$ cat config.mk
export PLATFORM = sky130hd
export DESIGN_NAME = top_k_min_heap_selector_top
export DESIGN_NICKNAME = d
export VERILOG_FILES = /design/src/hw/rtl/tkh_pkg.sv /design/src/hw/rtl/tkh_ram.sv /design/src/hw/rtl/tkh_engine.sv /design/src/hw/rtl/top_k_min_heap_selector_top.sv
export SDC_FILE = /design/constraint.sdc
export NUM_CORES = 1
export LEC_CHECK = 0
export BUFFER_PORTS_ARGS = -buffer_cell sky130_fd_sc_hd__buf_2
export CORE_MARGIN = 1
export CORE_UTILIZATION = 40
export DETAILED_ROUTE_END_ITERATION = 12
export SLEW_MARGIN = 10
export SYNTH_ARGS = -nofsm -noshare
export SYNTH_HDL_FRONTEND = slang
export SYNTH_SLANG_ARGS = --single-unit
$ cat constraint.sdc
create_clock -name clk -period 8.4 [get_ports clk]
set_input_delay 1.68 -clock clk [delete_from_list [all_inputs] [get_ports clk]]
set_output_delay 1.68 -clock clk [all_outputs]
set_load 0.005 [all_outputs]
$ cat src/hw/rtl/tkh_pkg.sv
// Shared types and constants for the top-K min-heap selector.
`timescale 1ns / 1ps

package tkh_pkg;

    localparam int KEY_W = 32;
    localparam int ACT_W = 2;

    typedef enum logic [ACT_W-1:0] {
        ACT_CLEAR = 2'd0,
        ACT_OFFER = 2'd1,
        ACT_DRAIN = 2'd2
    } action_t;

    typedef enum logic [3:0] {
        ST_IDLE,
        ST_UP_RD,
        ST_UP_CMP,
        ST_ROOT_RD,
        ST_ROOT_CMP,
        ST_DN_RD,
        ST_DN_CMP,
        ST_DR_RD,
        ST_DR_LD
    } state_t;

endpackage

$ cat src/hw/rtl/tkh_ram.sv
// Generic RAM: one write port, two registered read ports.
`timescale 1ns / 1ps

module tkh_ram #(
    parameter int WIDTH = 42,
    parameter int DEPTH = 10,
    localparam int ADDR_W = (DEPTH > 1) ? $clog2(DEPTH) : 1
) (
    input  logic              clk,
    input  logic              wr_en,
    input  logic [ADDR_W-1:0] wr_addr,
    input  logic [WIDTH-1:0]  wr_data,
    input  logic [ADDR_W-1:0] rd_addr_a,
    output logic [WIDTH-1:0]  rd_data_a,
    input  logic [ADDR_W-1:0] rd_addr_b,
    output logic [WIDTH-1:0]  rd_data_b
);

    logic [WIDTH-1:0] mem [DEPTH];

    always_ff @(posedge clk)
    begin
        if (wr_en)
        begin
            mem[wr_addr] <= wr_data;
        end
        rd_data_a <= mem[rd_addr_a];
        rd_data_b <= mem[rd_addr_b];
    end

endmodule

$ cat src/hw/rtl/tkh_engine.sv
// Heap engine: clear, sift-up insert, root replace with sift-down, and drain sequencing.
`timescale 1ns / 1ps

module tkh_engine #(
    parameter int HEAP_DEPTH = 10,
    parameter int TAG_BITS   = 10,
    localparam int SLOT_W  = (HEAP_DEPTH > 1) ? $clog2(HEAP_DEPTH) : 1,
    localparam int CNT_W   = $clog2(HEAP_DEPTH + 1),
    localparam int CHILD_W = SLOT_W + 2,
    localparam int ENTRY_W = tkh_pkg::KEY_W + TAG_BITS
) (
    input  logic                      clk,
    input  logic                      rst_n,
    input  logic                      in_valid,
    output logic                      in_ready,
    input  tkh_pkg::action_t          in_action,
    input  logic [tkh_pkg::KEY_W-1:0] in_key,
    input  logic [TAG_BITS-1:0]       in_tag,
    input  logic                      out_free,
    output logic                      out_load,
    output logic [tkh_pkg::KEY_W-1:0] out_key,
    output logic [TAG_BITS-1:0]       out_tag,
    output logic [SLOT_W-1:0]         out_slot,
    output logic                      out_last
);

    tkh_pkg::state_t state_reg, state_next;
    logic [CNT_W-1:0]          fill_reg, fill_next;
    logic [SLOT_W-1:0]         pos_reg, pos_next;
    logic [tkh_pkg::KEY_W-1:0] cur_key_reg, cur_key_next;
    logic [TAG_BITS-1:0]       cur_tag_reg, cur_tag_next;

    logic               wr_en;
    logic [SLOT_W-1:0]  wr_addr;
    logic [ENTRY_W-1:0] wr_data;
    logic [SLOT_W-1:0]  rd_addr_a, rd_addr_b;
    logic [ENTRY_W-1:0] rd_data_a, rd_data_b;

    logic [SLOT_W-1:0]         parent;
    logic [CHILD_W-1:0]        left_idx, right_idx;
    logic                      left_in, right_in;
    logic [tkh_pkg::KEY_W-1:0] key_a, key_b, best_key;
    logic                      pick_left, pick_right;
    logic                      drain_last;

    tkh_ram #(
        .WIDTH (ENTRY_W),
        .DEPTH (HEAP_DEPTH)
    ) u_ram (
        .clk       (clk),
        .wr_en     (wr_en),
        .wr_addr   (wr_addr),
        .wr_data   (wr_data),
        .rd_addr_a (rd_addr_a),
        .rd_data_a (rd_data_a),
        .rd_addr_b (rd_addr_b),
        .rd_data_b (rd_data_b)
    );

    assign parent    = SLOT_W'((pos_reg - SLOT_W'(1)) >> 1);
    assign left_idx  = CHILD_W'({pos_reg, 1'b1});
    assign right_idx = left_idx + CHILD_W'(1);
    assign left_in   = left_idx < CHILD_W'(fill_reg);
    assign right_in  = right_idx < CHILD_W'(fill_reg);

    assign key_a = rd_data_a[tkh_pkg::KEY_W-1:0];
    assign key_b = rd_data_b[tkh_pkg::KEY_W-1:0];

    // Ties keep the parent, then the left child.
    assign pick_left  = left_in && ($signed(key_a) < $signed(cur_key_reg));
    assign best_key   = pick_left ? key_a : cur_key_reg;
    assign pick_right = right_in && ($signed(key_b) < $signed(best_key));

    assign drain_last = (CNT_W'(pos_reg) + CNT_W'(1)) == fill_reg;

    assign out_key  = key_a;
    assign out_tag  = rd_data_a[ENTRY_W-1:tkh_pkg::KEY_W];
    assign out_slot = pos_reg;
    assign out_last = drain_last;

    always_ff @(posedge clk or negedge rst_n)
    begin
        if (!rst_n)
        begin
            state_reg <= tkh_pkg::ST_IDLE;
            fill_reg  <= '0;
            pos_reg   <= '0;
        end
        else
        begin
            state_reg <= state_next;
            fill_reg  <= fill_next;
            pos_reg   <= pos_next;
        end
    end

    always_ff @(posedge clk)
    begin
        cur_key_reg <= cur_key_next;
        cur_tag_reg <= cur_tag_next;
    end

    always_comb
    begin
        state_next   = state_reg;
        fill_next    = fill_reg;
        pos_next     = pos_reg;
        cur_key_next = cur_key_reg;
        cur_tag_next = cur_tag_reg;
        in_ready     = 1'b0;
        out_load     = 1'b0;
        wr_en        = 1'b0;
        wr_addr      = pos_reg;
        wr_data      = {cur_tag_reg, cur_key_reg};
        rd_addr_a    = '0;
        rd_addr_b    = '0;

        unique case (state_reg)
            tkh_pkg::ST_IDLE:
            begin
                in_ready = 1'b1;
                if (in_valid)
                begin
                    case (in_action)
                        tkh_pkg::ACT_CLEAR:
                        begin
                            fill_next = '0;
                        end
                        tkh_pkg::ACT_OFFER:
                        begin
                            cur_key_next = in_key;
                            cur_tag_next = in_tag;
                            if (fill_reg < CNT_W'(HEAP_DEPTH))
                            begin
                                pos_next   = fill_reg[SLOT_W-1:0];
                                fill_next  = fill_reg + CNT_W'(1);
                                state_next = tkh_pkg::ST_UP_RD;
                            end
                            else
                            begin
                                state_next = tkh_pkg::ST_ROOT_RD;
                            end
                        end
                        tkh_pkg::ACT_DRAIN:
                        begin
                            if (fill_reg != '0)
                            begin
                                pos_next   = '0;
                                state_next = tkh_pkg::ST_DR_RD;
                            end
                        end
                        default:
                        begin
                        end
                    endcase
                end
            end

            // Hole walks up: parents larger than the new key move down into it.
            tkh_pkg::ST_UP_RD:
            begin
                if (pos_reg == '0)
                begin
                    wr_en      = 1'b1;
                    state_next = tkh_pkg::ST_IDLE;
                end
                else
                begin
                    rd_addr_a  = parent;
                    state_next = tkh_pkg::ST_UP_CMP;
                end
            end

            tkh_pkg::ST_UP_CMP:
            begin
                wr_en = 1'b1;
                if ($signed(key_a) > $signed(cur_key_reg))
                begin
                    wr_data    = rd_data_a;
                    pos_next   = parent;
                    state_next = tkh_pkg::ST_UP_RD;
                end
                else
                begin
                    state_next = tkh_pkg::ST_IDLE;
                end
            end

            tkh_pkg::ST_ROOT_RD:
            begin
                rd_addr_a  = '0;
                state_next = tkh_pkg::ST_ROOT_CMP;
            end

            tkh_pkg::ST_ROOT_CMP:
            begin
                if ($signed(cur_key_reg) > $signed(key_a))
                begin
                    pos_next   = '0;
                    state_next = tkh_pkg::ST_DN_RD;
                end
                else
                begin
                    state_next = tkh_pkg::ST_IDLE;
                end
            end

            // Hole walks down: the smaller child moves up into it.
            tkh_pkg::ST_DN_RD:
            begin
                rd_addr_a  = left_in ? left_idx[SLOT_W-1:0] : '0;
                rd_addr_b  = right_in ? right_idx[SLOT_W-1:0] : '0;
                state_next = tkh_pkg::ST_DN_CMP;
            end

            tkh_pkg::ST_DN_CMP:
            begin
                wr_en = 1'b1;
                if (pick_right)
                begin
                    wr_data    = rd_data_b;
                    pos_next   = right_idx[SLOT_W-1:0];
                    state_next = tkh_pkg::ST_DN_RD;
                end
                else if (pick_left)
                begin
                    wr_data    = rd_data_a;
                    pos_next   = left_idx[SLOT_W-1:0];
                    state_next = tkh_pkg::ST_DN_RD;
                end
                else
                begin
                    state_next = tkh_pkg::ST_IDLE;
                end
            end

            tkh_pkg::ST_DR_RD:
            begin
                rd_addr_a  = pos_reg;
                state_next = tkh_pkg::ST_DR_LD;
            end

            // Hold the read address so the entry stays put while the output is blocked.
            tkh_pkg::ST_DR_LD:
            begin
                rd_addr_a = pos_reg;
                if (out_free)
                begin
                    out_load = 1'b1;
                    if (drain_last)
                    begin
                        state_next = tkh_pkg::ST_IDLE;
                    end
                    else
                    begin
                        pos_next   = pos_reg + SLOT_W'(1);
                        state_next = tkh_pkg::ST_DR_RD;
                    end
                end
            end

            default:
            begin
                state_next = tkh_pkg::ST_IDLE;
            end
        endcase
    end

endmodule

$ cat src/hw/rtl/top_k_min_heap_selector_top.sv
// Top level of the top-K min-heap selector: stream ports, word packing and output register.
`timescale 1ns / 1ps

// Keeps the HEAP_DEPTH largest signed keys offered, each with a tag, in a min-heap held
// in a small RAM with registered reads.
// Input channel s_axis: tuser carries the action (clear, offer, drain), tdata the key
// and tag. Output channel m_axis: one word per occupied slot on a drain, in slot order,
// with tlast on the final word. Clear, offer and unknown actions produce no word, and a
// drain of an empty heap produces none either.
// Timing: a word is taken only while the engine is idle. A clear completes in the cycle
// it is accepted. An offer into a non-full heap climbs the key up L levels (at most 3
// for ten slots), stopping early at the root; an offer into a full heap is either dropped
// after reading the root, or the new root sifts down L levels. Each level is one RAM read
// state followed by one compare-and-write state. A drain reads each word in a read state
// and hands it to the output register in a load state.
// Reset clears the fill count and the controller; the RAM contents need no clearing,
// since only slots below the fill count are ever read.
// When the receiver stalls, the output register holds its word and the drain holds in
// place; the next input word is accepted once the drain has queued its last word.
module top_k_min_heap_selector_top #(
    parameter int HEAP_DEPTH = 10,
    parameter int TAG_BITS   = 10,
    localparam int SLOT_W      = (HEAP_DEPTH > 1) ? $clog2(HEAP_DEPTH) : 1,
    localparam int IN_DATA_W   = ((tkh_pkg::KEY_W + TAG_BITS + 7) / 8) * 8,
    localparam int OUT_DATA_W  = ((tkh_pkg::KEY_W + TAG_BITS + SLOT_W + 7) / 8) * 8
) (
    input  logic                      clk,
    input  logic                      rst_n,
    input  logic                      s_axis_tvalid,
    output logic                      s_axis_tready,
    input  logic [IN_DATA_W-1:0]      s_axis_tdata,   // key, tag (low to high), zero pad
    input  logic [tkh_pkg::ACT_W-1:0] s_axis_tuser,   // action
    output logic                      m_axis_tvalid,
    input  logic                      m_axis_tready,
    output logic [OUT_DATA_W-1:0]     m_axis_tdata,   // key_res, tag_res, slot (low to high)
    output logic                      m_axis_tlast    // last
);

    logic                      out_free;
    logic                      out_load;
    logic [tkh_pkg::KEY_W-1:0] eng_key;
    logic [TAG_BITS-1:0]       eng_tag;
    logic [SLOT_W-1:0]         eng_slot;
    logic                      eng_last;

    logic                      out_valid_reg, out_valid_next;
    logic [tkh_pkg::KEY_W-1:0] out_key_reg;
    logic [TAG_BITS-1:0]       out_tag_reg;
    logic [SLOT_W-1:0]         out_slot_reg;
    logic                      out_last_reg;

    tkh_engine #(
        .HEAP_DEPTH (HEAP_DEPTH),
        .TAG_BITS   (TAG_BITS)
    ) u_engine (
        .clk       (clk),
        .rst_n     (rst_n),
        .in_valid  (s_axis_tvalid),
        .in_ready  (s_axis_tready),
        .in_action (tkh_pkg::action_t'(s_axis_tuser)),
        .in_key    (s_axis_tdata[tkh_pkg::KEY_W-1:0]),
        .in_tag    (s_axis_tdata[tkh_pkg::KEY_W +: TAG_BITS]),
        .out_free  (out_free),
        .out_load  (out_load),
        .out_key   (eng_key),
        .out_tag   (eng_tag),
        .out_slot  (eng_slot),
        .out_last  (eng_last)
    );

    // The output register is free when empty or when its word leaves this cycle.
    assign out_free = !out_valid_reg || m_axis_tready;

    always_comb
    begin
        if (out_load)
        begin
            out_valid_next = 1'b1;
        end
        else if (m_axis_tready)
        begin
            out_valid_next = 1'b0;
        end
        else
        begin
            out_valid_next = out_valid_reg;
        end
    end

    always_ff @(posedge clk or negedge rst_n)
    begin
        if (!rst_n)
        begin
            out_valid_reg <= 1'b0;
        end
        else
        begin
            out_valid_reg <= out_valid_next;
        end
    end

    always_ff @(posedge clk)
    begin
        if (out_load)
        begin
            out_key_reg  <= eng_key;
            out_tag_reg  <= eng_tag;
            out_slot_reg <= eng_slot;
            out_last_reg <= eng_last;
        end
    end

    assign m_axis_tvalid = out_valid_reg;
    assign m_axis_tdata  = OUT_DATA_W'({out_slot_reg, out_tag_reg, out_key_reg});
    assign m_axis_tlast  = out_last_reg;

endmodule
== Word-level counts from Yosys, hierarchy flattened ==
Memories as Yosys holds them, arrays and structs flattened. A register that Yosys moved wholly into a read port is not among the register bits.
Cells that the tools add are included.

* Flip-flop bits (word level): 102
* RAM bits: 420
* Input port bits: 54
* Memories kept: 1

{| class="wikitable"
|+ Memories
! memory !! words !! bits a word !! rd ports !! clocked after memory_dff !! write ports !! line !! source
|-
| u_engine.u_ram.mem || 10 || 42 || 2 || 2 || 1 || tkh_ram.sv:19 || <nowiki>logic [WIDTH-1:0] mem [DEPTH];</nowiki>
|}

* Add/sub/neg operators: 4
* Magnitude comparators: 7
* Eq/ne operators: 21
* Mux-type cells: 44
* Reduce and logical (&&, ||, !) cells: 17

{| class="wikitable"
|+ Operators by type and width
! operator !! count
|-
| 42-bit 2-to-1 mux || 3
|-
| 42-bit one-hot mux with 2 select lines || 1
|-
| 4-bit 2-to-1 mux || 17
|-
| 32-bit > comparator || 2
|-
| 32-bit less-than comparator || 2
|-
| 4-bit one-hot mux with 9 select lines || 1
|-
| 32-bit 2-to-1 mux || 1
|-
| 4-bit one-hot mux with 2 select lines || 3
|-
| 4-bit one-hot mux with 5 select lines || 1
|-
| 4-bit by 3-bit equality test with 1-bit output, second input constant || 4
|-
| 3-bit 2-to-1 mux || 4
|-
| 4-bit one-hot mux with 3 select lines || 1
|-
| 10-bit AND reduction || 1
|-
| 1-bit 2-to-1 mux || 9
|-
| 4-bit by 1-bit adder with 4-bit output, second input constant || 2
|-
| 4-bit by 2-bit equality test with 1-bit output, second input constant || 2
|-
| 4-bit logical NOT || 2
|-
| 4-bit AND reduction || 2
|-
| 5-bit by 1-bit adder with 6-bit output, second input constant || 1
|-
| 6-bit by 4-bit less-than comparator with 1-bit output || 1
|-
| 2-bit by 1-bit inequality test with 1-bit output, second input constant || 3
|-
| 2-bit inequality test, second input constant || 3
|-
| 3-bit by 2-bit inequality test with 1-bit output, second input constant || 2
|-
| 5-bit by 4-bit less-than comparator with 1-bit output || 1
|-
| other kinds (20) || 24
|}

== Logic depth before layout (Yosys ltp) ==
Gate-level depths: netlist of the first run.

* Word-level depth: 7
* Gate-level depth with buffers: 27
* Mapped depth without buffers: 21

== Cells and area by module ==
A second synthesis of the first run with hierarchy kept.

* Cells, all modules: 2089
* Area, all modules: 29015.3 µm²

{| class="wikitable"
|+ By module, submodules not included
! module !! times used !! cells each !! area an instance (µm²) !! seq. area each (µm²)
|-
| tkh_ram || 1 || 1384 || 21700.8 || 14293.7
|-
| tkh_engine || 1 || 652 || 5836.8 || 1561.5
|-
| top_k_min_heap_selector_top || 1 || 53 || 1477.7 || 1436.4
|}

== Worst setup path after synthesis of the first run ==
Ideal clock, no wire load.

* Path kind: reg-to-reg
* From: register u_engine.cur_key_reg[15] (netlist bit)
* To: memory u_engine.u_ram.mem[0][31], data pin
* Arrival: 5.105 ns
* Required time: 8.134 ns
* Slack: 3.029 ns
* Stages on the path, launching flop included: 25
* Cells stage by stage: edfxtp_1 -> ha_1 -> nand4_1 -> or3_1 -> a21oi_1 -> o31a_1 -> nor2_2 -> xnor2_2 -> or3_1 -> clkbuf_1 -> buf_2 -> mux2i_1 -> ha_1 -> nand4_1 -> nor3_1 -> nand4_1 -> o221ai_1 -> a211oi_1 -> or3_1 -> o211a_1 -> buf_6 -> buf_6 -> buf_6 -> a21o_1 -> o221ai_1

* Longest elaborated chain between the ends: 7

{| class="wikitable"
|+ Ends and longest elaborated chain
! element !! line !! source
|-
| start, declared || tkh_engine.sv:30 || <nowiki>logic [tkh_pkg::KEY_W-1:0] cur_key_reg, cur_key_next;</nowiki>
|-
| start signal, assigned || tkh_engine.sv:99 || <nowiki>cur_key_reg <= cur_key_next;</nowiki>
|-
| 32-bit less-than comparator || tkh_engine.sv:70 || <nowiki>assign pick_left = left_in && ($signed(key_a) < $signed(cur_key_reg));</nowiki>
|-
| 1-bit logical AND || tkh_engine.sv:70 ||
|-
| 32-bit 2-to-1 mux || tkh_engine.sv:71 || <nowiki>assign best_key = pick_left ? key_a : cur_key_reg;</nowiki>
|-
| 32-bit less-than comparator || tkh_engine.sv:72 || <nowiki>assign pick_right = right_in && ($signed(key_b) < $signed(best_key));</nowiki>
|-
| 1-bit logical AND || tkh_engine.sv:72 ||
|-
| 42-bit 2-to-1 mux || tkh_engine.sv:219 || <nowiki>if (pick_right)</nowiki>
|-
| 42-bit one-hot mux with 2 select lines (*) || tkh_engine.sv:118 || <nowiki>unique case (state_reg)</nowiki>
|-
| net u_engine.u_ram.wr_data[31] || tkh_ram.sv:12 || <nowiki>input logic [WIDTH-1:0] wr_data,</nowiki>
|-
| end, declared || tkh_ram.sv:19 ||
|}

The timed path passes the listed nets; every way through them passes the cells marked *.

== Worst setup path in the final report of the first run ==
* From: register u_engine.u_ram.rd_data_a[31] (read register of u_engine.u_ram.mem)
* To: memory u_engine.u_ram.mem[3][28], data pin

* Longest elaborated chain between the ends: 7

{| class="wikitable"
|+ Ends and longest elaborated chain
! element !! line !! source
|-
| start, declared || tkh_ram.sv:14 || <nowiki>output logic [WIDTH-1:0] rd_data_a,</nowiki>
|-
| 32-bit less-than comparator || tkh_engine.sv:70 ||
|-
| 1-bit logical AND || tkh_engine.sv:70 ||
|-
| 32-bit 2-to-1 mux || tkh_engine.sv:71 ||
|-
| 32-bit less-than comparator || tkh_engine.sv:72 ||
|-
| 1-bit logical AND || tkh_engine.sv:72 ||
|-
| 42-bit 2-to-1 mux || tkh_engine.sv:219 ||
|-
| 42-bit one-hot mux with 2 select lines (*) || tkh_engine.sv:118 ||
|-
| net u_engine.u_ram.wr_data[28] || tkh_ram.sv:12 ||
|}

Marked as above.

==> results of run 1 <==
critical path, stage by stage (launching register included):
cell                       delay (ns)
sky130_fd_sc_hd__dfxtp_1         0.42
sky130_fd_sc_hd__inv_1           0.07
sky130_fd_sc_hd__ha_1            0.52
sky130_fd_sc_hd__nand4_4         0.15
sky130_fd_sc_hd__nor4_1          0.62
sky130_fd_sc_hd__o31a_1          0.34
sky130_fd_sc_hd__nor2_2          0.09
sky130_fd_sc_hd__xnor2_2         0.23
sky130_fd_sc_hd__or3_2           0.71
sky130_fd_sc_hd__buf_4           0.30
sky130_fd_sc_hd__mux2i_1         0.23
sky130_fd_sc_hd__ha_1            0.29
sky130_fd_sc_hd__a21o_1          0.18
sky130_fd_sc_hd__a21o_1          0.16
sky130_fd_sc_hd__a21oi_1         0.19
sky130_fd_sc_hd__o21ai_0         0.22
sky130_fd_sc_hd__a211oi_1        0.59
sky130_fd_sc_hd__or3_1           0.20
sky130_fd_sc_hd__o211a_4         0.33
sky130_fd_sc_hd__buf_4           0.31
sky130_fd_sc_hd__nor2_1          0.07
sky130_fd_sc_hd__a211oi_1        0.25
sky130_fd_sc_hd__a221o_1         0.38
worst paths after layout:
path / startpoint / endpoint / slack, ns / cells past startpoint
min in group asynchronous: rst_n / u_engine.fill_reg[2] / 0.96 / 1
worst min register to register: u_engine.u_ram.rd_data_a[38] / out_tag_reg[6] / 0.45 / 0
worst max-delay path: u_engine.u_ram.rd_data_a[31] / u_engine.u_ram.mem[3][28] / 1.29 / 22
worst min-delay path: u_engine.u_ram.rd_data_a[38] / out_tag_reg[6] / 0.45 / 0
max in group asynchronous: rst_n / u_engine.state_reg[1] / 7.21 / 1
worst max register to register: u_engine.u_ram.rd_data_a[31] / u_engine.u_ram.mem[3][28] / 1.29 / 22
cells by family (layout without fill, tap and decap cells):
logic type / Yosys count / after routing
AND/OR/NAND/NOR: 779 / 779
XOR/XNOR: 10 / 10
AO/OA/AOI/OAI: 483 / 483
multiplexers: 48 / 48
buffers and inverters: 195 / 290
other: 1 / 2
flip-flops: 606 / 606
adder cells (fa/ha/maj): 75 / 75
routing by layer:
metal,vias to the layer above,GRT usage,share of wire
met2,777,0.3598,0.47
li1,8406,-,-
met3,139,0.03752,0.073
met4,0,0.07271,0.025
met1,9137,0.3012,0.43
met5,-,0,0
area by class of cell:
type,instances,area [µm²]
Clock buffer,95,1864
Fill cell,5953,35830
Multi-Input combinational cell,1397,8707
Sequential cell,606,17290
Timing Repair Buffer,125,748.2
Inverter,45,168.9
Tap cell,864,1081
Clock inverter,25,176.4
cells in the final DEF (no fill, tap or decap), drive strengths merged, types with 40 or more instances in the layout:
cell type  count
o31ai         40
mux2i         44
ha            75
inv           46
a311oi        42
a21oi         76
dfxtp         84
a211oi       125
edfxtp       509
clkbuf        95
and3          47
nor2          66
nand2        414
nand3         96
a31oi         44
buf          125
and2          98
a221o         41
o22ai         41
per-stage QoR:
step	instances	cell area (µm²)	hold WS (ns)	utilization
2_1_floorplan	2198	26630	0.4299	-
3_3_place_gp	3037	28000	0.4405	0.4251
3_5_place_dp	3037	28000	0.4433	0.4251
4_1_cts	3157	30040	0.4562	0.4561
5_1_grt	3157	30040	0.4720	0.4561
6_report	3157	30040	0.4546	0.4561
power groups by stage:
stage / registers [W] / clock network [W] / logic [W]
detailed placement: 0.00428 / 0 / 0.00346
finish: 0.00423 / 0.00274 / 0.00351
floorplan: 0.00414 / 0 / 0.00246
CTS: 0.00422 / 0.00278 / 0.00349
global route: 0.00427 / 0.00289 / 0.00385
global placement: 0.00427 / 0 / 0.00342
==> results.txt, run 1 <==
The top fanout value on the critical path was 19. By startpoint and endpoint, the worst setup path is classified as flop to flop. Register share of total power: 0.404. The run gives 10.87 nW as the static power due to leakage. More flip-flops sit in one register than any other, and that register is u_engine.u_ram.mem. The post-placement worst setup slack is 1.482 ns, and the warning count from the yosys run is 0. Overall routing resource usage: 0.2217. In this run the core area contains 94 standard-cell rows. Transition time at the pin with the least slew margin: 1.000 ns. The run gives 0.6493 as the register area share after synthesis. The clock skew is 0.04236 ns. After synthesis, the largest family of logic cells by area is simple AND/OR/NAND/NOR gates. The critical path arrival was 7.49 ns.

The basic-gate share of the synthesized area counting and, or, nand and nor cells is 0.1341. Post-cts resize count: 0. Setup repair after global routing left no endpoint under its margin. The wire length per cell works out to 23.77 µm. The area growth from synthesis to layout is 12.80%. The tools report the aggregate routed wire length as 75030 µm.

For the number of buffers inserted to repair setup after CTS, the log shows 0. The number of sinks handled by clock tree synthesis was 606; the vias per cell was 5.847. Launching element type of the critical path: a flop.

The share of the clock period used by the worst path works out to 0.8465. IR analysis of the VDD net gives a maximum drop of 0.2283 mV. The first global-routing pass estimated 111700 µm of wire. The synthesized design contains 509 enable-type register cells.

The number of clock buffers added by TritonCTS is 67. The cell-internal power is 0.006663 W. The logs give 0 for the total inserted antenna cells and 0 for the final count of hold timing violations. Number of DRC markers after the initial detailed-route iteration: 1739. The run gives 17950 as the number of global-route vias before repair.

The buffer levels on the longest clock path is 3. The tool flagged a number of max-cap violations equal to 0. The register with the most flip-flops in the layout has 420 of them. The tools report the net switching power as 0.003810 W. The tightest min-delay check is of the flop to flop type.

The share of flip-flops with an asynchronous set or reset after synthesis is 0.02145, and the synthesized area is 26630 µm². The synthesized design contains 606 register bits. The average footprint of a synthesized cell is 12.12 µm², and the post-synthesis cell type count is 70. The initial standard-cell utilization of the core is 0.4043, and the height of the die is 260.0 µm. The worst setup path is captured at a flop. At the end of routability-driven placement, the weighted congestion stood at 0.8493.

The switching portion of total power was 0.3638. The flow ran to the end, and the final reports show no timing, DRC or antenna violations. Share of layout cells above drive strength 1: 0.1112.

TritonCTS built the clock tree. The number of antenna violations at the first check in global routing is 0, and the final number of setup-violating endpoints is 0. The synthesized-area fraction occupied by ao, oa, aoi and oai cells is 0.1302. The count of unresolved DRC violations after routing was 0; the clock slew at the register clock pins of the worst setup and hold paths was 0.06 ns.

After legalization and detailed placement, the total HPWL measured 39790 µm. The share of the synthesized area in the top cell type came out at 0.5740. The run gives 140.6 MHz as the maximum clock rate. Prevailing post-synth register cell: sky130_fd_sc_hd__edfxtp_1.

The largest registers in the layout are u_engine.u_ram.mem (420), u_engine.u_ram.rd_data_a (42), u_engine.u_ram.rd_data_b (42). The clock tree synthesis step divided the H-tree into 3 levels. Clock tree synthesis selected as its root buffer the cell sky130_fd_sc_hd__clkbuf_16. By count the netlist is led by sky130_fd_sc_hd__edfxtp_1 (509), sky130_fd_sc_hd__nand2_1 (414), sky130_fd_sc_hd__clkbuf_1 (130).

The count of vias placed by the detailed router is 18460. The adder-cell area share of the yosys netlist came out at 0.03524. The routed design could run at a clock period as short as 7.111 ns. Entering global routing, the biggest net connects 157 pins.

By instance count, the leading cell after synthesis is sky130_fd_sc_hd__edfxtp_1. The die covers 67610 µm². Data on the critical path is required at its endpoint by 8.78 ns. The number of hold buffers added after CTS was 0. The floorplan step set the die width to 260.0 µm.

For the number of detailed-routing iterations run before antenna repair, the log shows 6. Global routing finished with a remaining overflow of 0. The tools report the number of ports placed on the die boundary as 105.

For the final total negative setup slack, the log shows 0 ns. The portion of netlist area occupied by mux cells works out to 0.01823. Ranked by total cell area, the synthesized netlist is headed by sky130_fd_sc_hd__edfxtp_1 (57%), sky130_fd_sc_hd__dfxtp_1 (6.3%), sky130_fd_sc_hd__nand2_1 (5.8%).

The worst path meets setup with 1.289 ns of slack. The logs give 0 for the final-report max-slew violation count and 0 for the remaining number of nets flagged by the antenna check after routing. The total power draw was 0.01047 W; the standard cell core area was 65860 µm². The synthesized netlist cell count is 2197.

Normalized max-slew margin: 0.3333. The insertion delay to the later sink of the worst-skew pair was 0.63 ns. The part of the power in the clock network was 0.262; the total of buffers placed on input and output ports was 96.

Of all cell types, the one taking the most synthesized area is sky130_fd_sc_hd__edfxtp_1. For this run, the post-layout net count is 2371. The combinational fraction of design power was 0.335; the areal power density over the cells was 348.7 nW/µm².

The xor/xnor share of the synthesized area came out at 0.003571.
(Power assumes the default switching activity.)
==> run 2, diff against run 1 <==
- ABC_AREA: not set -> 1
- clock period: 8.4 -> 5.8 ns (I/O delays scaled with it)
==> run 2 against run 1 <==
Compared with the run above: clock skew shrank 0.019 ns; wire length grew 4.7%; largest cell class unchanged; sequential cell count is the same; utilization grew 1.0 points; count of clock-buffer cells in the layout shrank 13; global-route usage grew 0.54 points; area after synthesis grew 1.2%; total power grew 43%; fmax grew 30%; first-iteration DRC count grew 17%; largest power group unchanged; synthesized cell count grew 14%; clock power grew 52%.
==> results.txt, run 2 <==
H-tree depth: 2 (-1). The share of layout cells above drive strength 1 came out at 0.1323 (+0.02113). The layer flagged by global routing as most heavily used is met2. The top fanout value on the critical path was 38 (+19). The static power due to leakage is 11.44 nW (+5.2%). The overall routing resource usage is 0.2271 (+0.005362), and the post-synthesis cell type count is 47 (-33%). The areal power density over the cells is 483.8 nW/µm² (+39%), and the total of buffers placed on input and output ports is 96 (unchanged). Share of the clock period used by the worst path: 0.9411 (+0.09458).

The run gives 6.05 ns (-2.73 ns) as the endpoint required time on the critical path. Of all cell types, the one taking the most synthesized area is sky130_fd_sc_hd__edfxtp_1. The remaining global-route overflow is 0 (unchanged), and the number of enable flip-flop cells after synthesis is 509 (unchanged).

Leaving out fill and tap cells, the most frequent cell in the layout is sky130_fd_sc_hd__nand2_1. Number of DRC markers after the initial detailed-route iteration: 2026 (+17%). The warning count from the yosys run was 0 (unchanged).

In the final layout, the registers with the most flip-flops are u_engine.u_ram.mem (420), u_engine.u_ram.rd_data_a (42), u_engine.u_ram.rd_data_b (42). The logs give 183.2 MHz (+30%) for the maximum clock rate and 0 ns (unchanged) for the final total negative setup slack. Buffer levels on the longest clock path: 3 (unchanged). The critical path in this run is classified as flop to flop. The clock slew at the register clock pins of the worst setup and hold paths came out at 0.06 ns (about the same). The launching element type of the critical path was a flop. The routing usage on met3 was 0.03436 (-0.003165); the final-report max-slew violation count was 0 (unchanged). By count the netlist is led by sky130_fd_sc_hd__nand2_1 (631), sky130_fd_sc_hd__edfxtp_1 (509), sky130_fd_sc_hd__nor2_1 (178).

Setup repair after global routing left no endpoint under its margin. The number of CTS-inserted buffers came out at 60 (-10%). The number of ports placed on the die boundary was 105 (unchanged); the global-route track usage on met2 was 0.3708 (+0.01103). The insertion delay to the later sink of the worst-skew pair is 0.65 ns (+0.02 ns), and the normalized max-slew margin is 0.2882 (-0.04511). The top register by number of flip-flops was u_engine.u_ram.mem. The register area share after synthesis is 0.6418 (-0.007509). The wire length per cell is 22.52 µm (-5.2%), and the count of vias placed by the detailed router is 19680 (+6.6%). The standard cell core area is 66220 µm² (+0.54%). The buffer type at the clock tree root is sky130_fd_sc_hd__clkbuf_16. The share of flip-flops with an asynchronous set or reset after synthesis works out to 0.02145 (unchanged). The tools report the global placement routability congestion as 0.9342 (+10%). The tools report the post-layout utilization of the core as 0.4662 (+0.01012).

The number of global-route vias before repair was 18450 (+2.8%). The initial standard-cell utilization of the core is 0.4069 (+0.002551). The most instantiated library cell after synthesis was sky130_fd_sc_hd__nand2_1. The run finished with clean final reports. Type of the most critical hold path: input port to asynchronous set/reset pin.

The transition time at the pin with the least slew margin is 1.059 ns (+0.05885 ns), and the maximum single-stage delay on the critical path is 0.39 ns (-0.32 ns). The number of antenna violations at the first check in global routing was 0 (unchanged). The number of placement rows was 94 (unchanged); the number of nets in the finished design was 2699 (+14%).

For the first-pass GRT wire length, the log shows 116100 µm (+3.9%). The area growth from synthesis to layout is 14.58%. Aggregate routed wire length: 78540 µm (+4.7%). Least setup slack across all paths after layout: 0.3416 ns (-0.9476 ns). In the post-synthesis netlist, the biggest area contributors are sky130_fd_sc_hd__edfxtp_1 (57%), sky130_fd_sc_hd__nand2_1 (8.8%), sky130_fd_sc_hd__dfxtp_1 (6.2%). In the layout the commonest cells are sky130_fd_sc_hd__nand2_1 (630), sky130_fd_sc_hd__edfxtp_1 (509), sky130_fd_sc_hd__nor2_1 (166).

The vias per cell was 5.645 (-3.5%). The count of state elements after synthesis came out at 606 (unchanged). The prevailing post-synth register cell is sky130_fd_sc_hd__edfxtp_1.

The met1 demand-to-capacity share in global routing is 0.3103 (+0.009077). The die outline width is 261.5 µm (+0.58%), and the final number of setup-violating endpoints is 0 (unchanged). The area enclosed by the die boundary is 68390 µm² (+1.2%). The cell that appears most often on the critical path is sky130_fd_sc_hd__nand2_1.

The shortest clock period the worst path allows after layout came out at 5.458 ns (-1.652 ns). Height of the die: 261.5 µm (+0.58%). The run gives 2495 (+14%) as the synthesized netlist cell count. The final count of hold timing violations came out at 0 (unchanged). The synthesized area is 26940 µm² (+1.2%), and the share of the synthesized area in the top cell type is 0.5673 (-0.006638). The flip-flop count of the largest register after layout is 420 (unchanged). The critical path arrival was 5.71 ns (-1.78 ns).

The run gives 0 (unchanged) as the number of buffers inserted to repair setup after CTS. TritonCTS built the clock tree. The largest individual stage delay along the critical path comes from the cell sky130_fd_sc_hd__dfxtp_1.

The maximum number of pins on one net before global-route repair came out at 136 (-13%). The clock skew came out at 0.02376 ns (-0.01860 ns). The HPWL after detailed placement is 45820 µm (+15%). The number of sinks handled by clock tree synthesis is 606 (unchanged), and the count of unresolved DRC violations after routing is 0 (unchanged). The remaining number of nets flagged by the antenna check after routing came out at 0 (unchanged). The average footprint of a synthesized cell came out at 10.80 µm² (-11%). The tools report the category of the worst setup path capture point as a flop.

The logs give 0.2768 ns (-1.206 ns) for the post-placement worst setup slack and 6 (unchanged) for the number of detailed-routing iterations run before antenna repair. The tools report the count of max-cap constraint violations as 0 (unchanged). The maximum vdd ir drop is 0.3272 mV (+43%).
## run 2: cell types whose count changed in the layout (fill, tap and decap cells not counted), moves of 42 or more
cell / delta
sky130_fd_sc_hd__a211oi_1: -120
sky130_fd_sc_hd__a221oi_1: +42
sky130_fd_sc_hd__a31oi_1: +85
sky130_fd_sc_hd__and2_1: -87
sky130_fd_sc_hd__and3_1: -46
sky130_fd_sc_hd__inv_1: +77
sky130_fd_sc_hd__nand2_1: +219
sky130_fd_sc_hd__nand3_1: +46
sky130_fd_sc_hd__nor2_1: +101
sky130_fd_sc_hd__o211ai_1: +110
sky130_fd_sc_hd__o21ai_0: +54
## run 2: cell type report
type	instances	area (µm²)
Clock buffer	82	1664
Fill cell	5935	35350
Timing Repair Buffer	162	1084
Antenna cell	1	2.502
Inverter	134	508.0
Tap cell	864	1081
Clock inverter	32	454.2
Sequential cell	606	17290
Multi-Input combinational cell	1606	8783
## run 2: where the power goes
group          total [W]  internal [W]  switching, W
clock            0.00416       0.00246       0.00169
sequential       0.00585       0.00547      0.000373
combinational    0.00493       0.00155       0.00338
total             0.0149       0.00948       0.00545
## run 2: logic make-up (layout without fill, tap and decap cells)
logic type | after synthesis | count (layout) | share of synthesized area
and+or+nand+nor | 1030 | 1030 | 0.1574
DFF | 606 | 606 | 0.6418
AOI/OAI and AO/OA | 490 | 490 | 0.1215
buffers and inverters | 284 | 410 | 0.04110
adders and majority gates | 75 | 75 | 0.03483
xor gates and xnor gates | 5 | 5 | 0.001626
muxes | 4 | 4 | 0.001486
other | 1 | 3 | 0.0001392
## run 2: worst paths after layout
path,end,depth (start not counted),slack [ns],startpoint
min in group clk,out_key_reg[22],0,0.48,u_engine.u_ram.rd_data_a[22]
worst max-delay path,u_engine.u_ram.mem[8][0],31,0.34,u_engine.u_ram.rd_data_a[31]
worst max register to register,u_engine.u_ram.mem[8][0],31,0.34,u_engine.u_ram.rd_data_a[31]
worst min register to register,out_key_reg[22],0,0.48,u_engine.u_ram.rd_data_a[22]
max in group asynchronous,u_engine.state_reg[1],1,5.15,rst_n
worst min-delay path,u_engine.fill_reg[2],1,0.40,rst_n
## run 2: critical path, delay by kind of cell, from the launching register on
family                     cells  cell delay (ns)
AOI/OAI and AO/OA              6             0.91
adders and majority gates      2             0.66
buffers and inverters          6             0.97
DFF                            1             0.39
and+or+nand+nor               17             2.13
## run 2: per-stage QoR
step	cell area, µm²	std cells	power [W]	hold WS (ns)
final	30870	3487	0.01494	0.4024
after global routing	30870	3486	0.01571	0.4065
after floorplan	26940	2496	0.009022	0.4082
after detailed placement	28670	3372	0.01076	0.4654
after global placement	28640	3371	0.01064	0.4581
after CTS	30790	3486	0.01490	0.3970
## run 2: timing repair
item,CTS,global route
hold buffers,0,0
resized for setup,0,18
endpoints found under the setup margin,0,157
## run 2: per-layer routing
metal / vias up / routed length, µm
met2: 907 / 36910
met1: 9492 / 33040
met3: 140 / 6497
li1: 9144 / -
met4: 0 / 2094
met5: - / 0
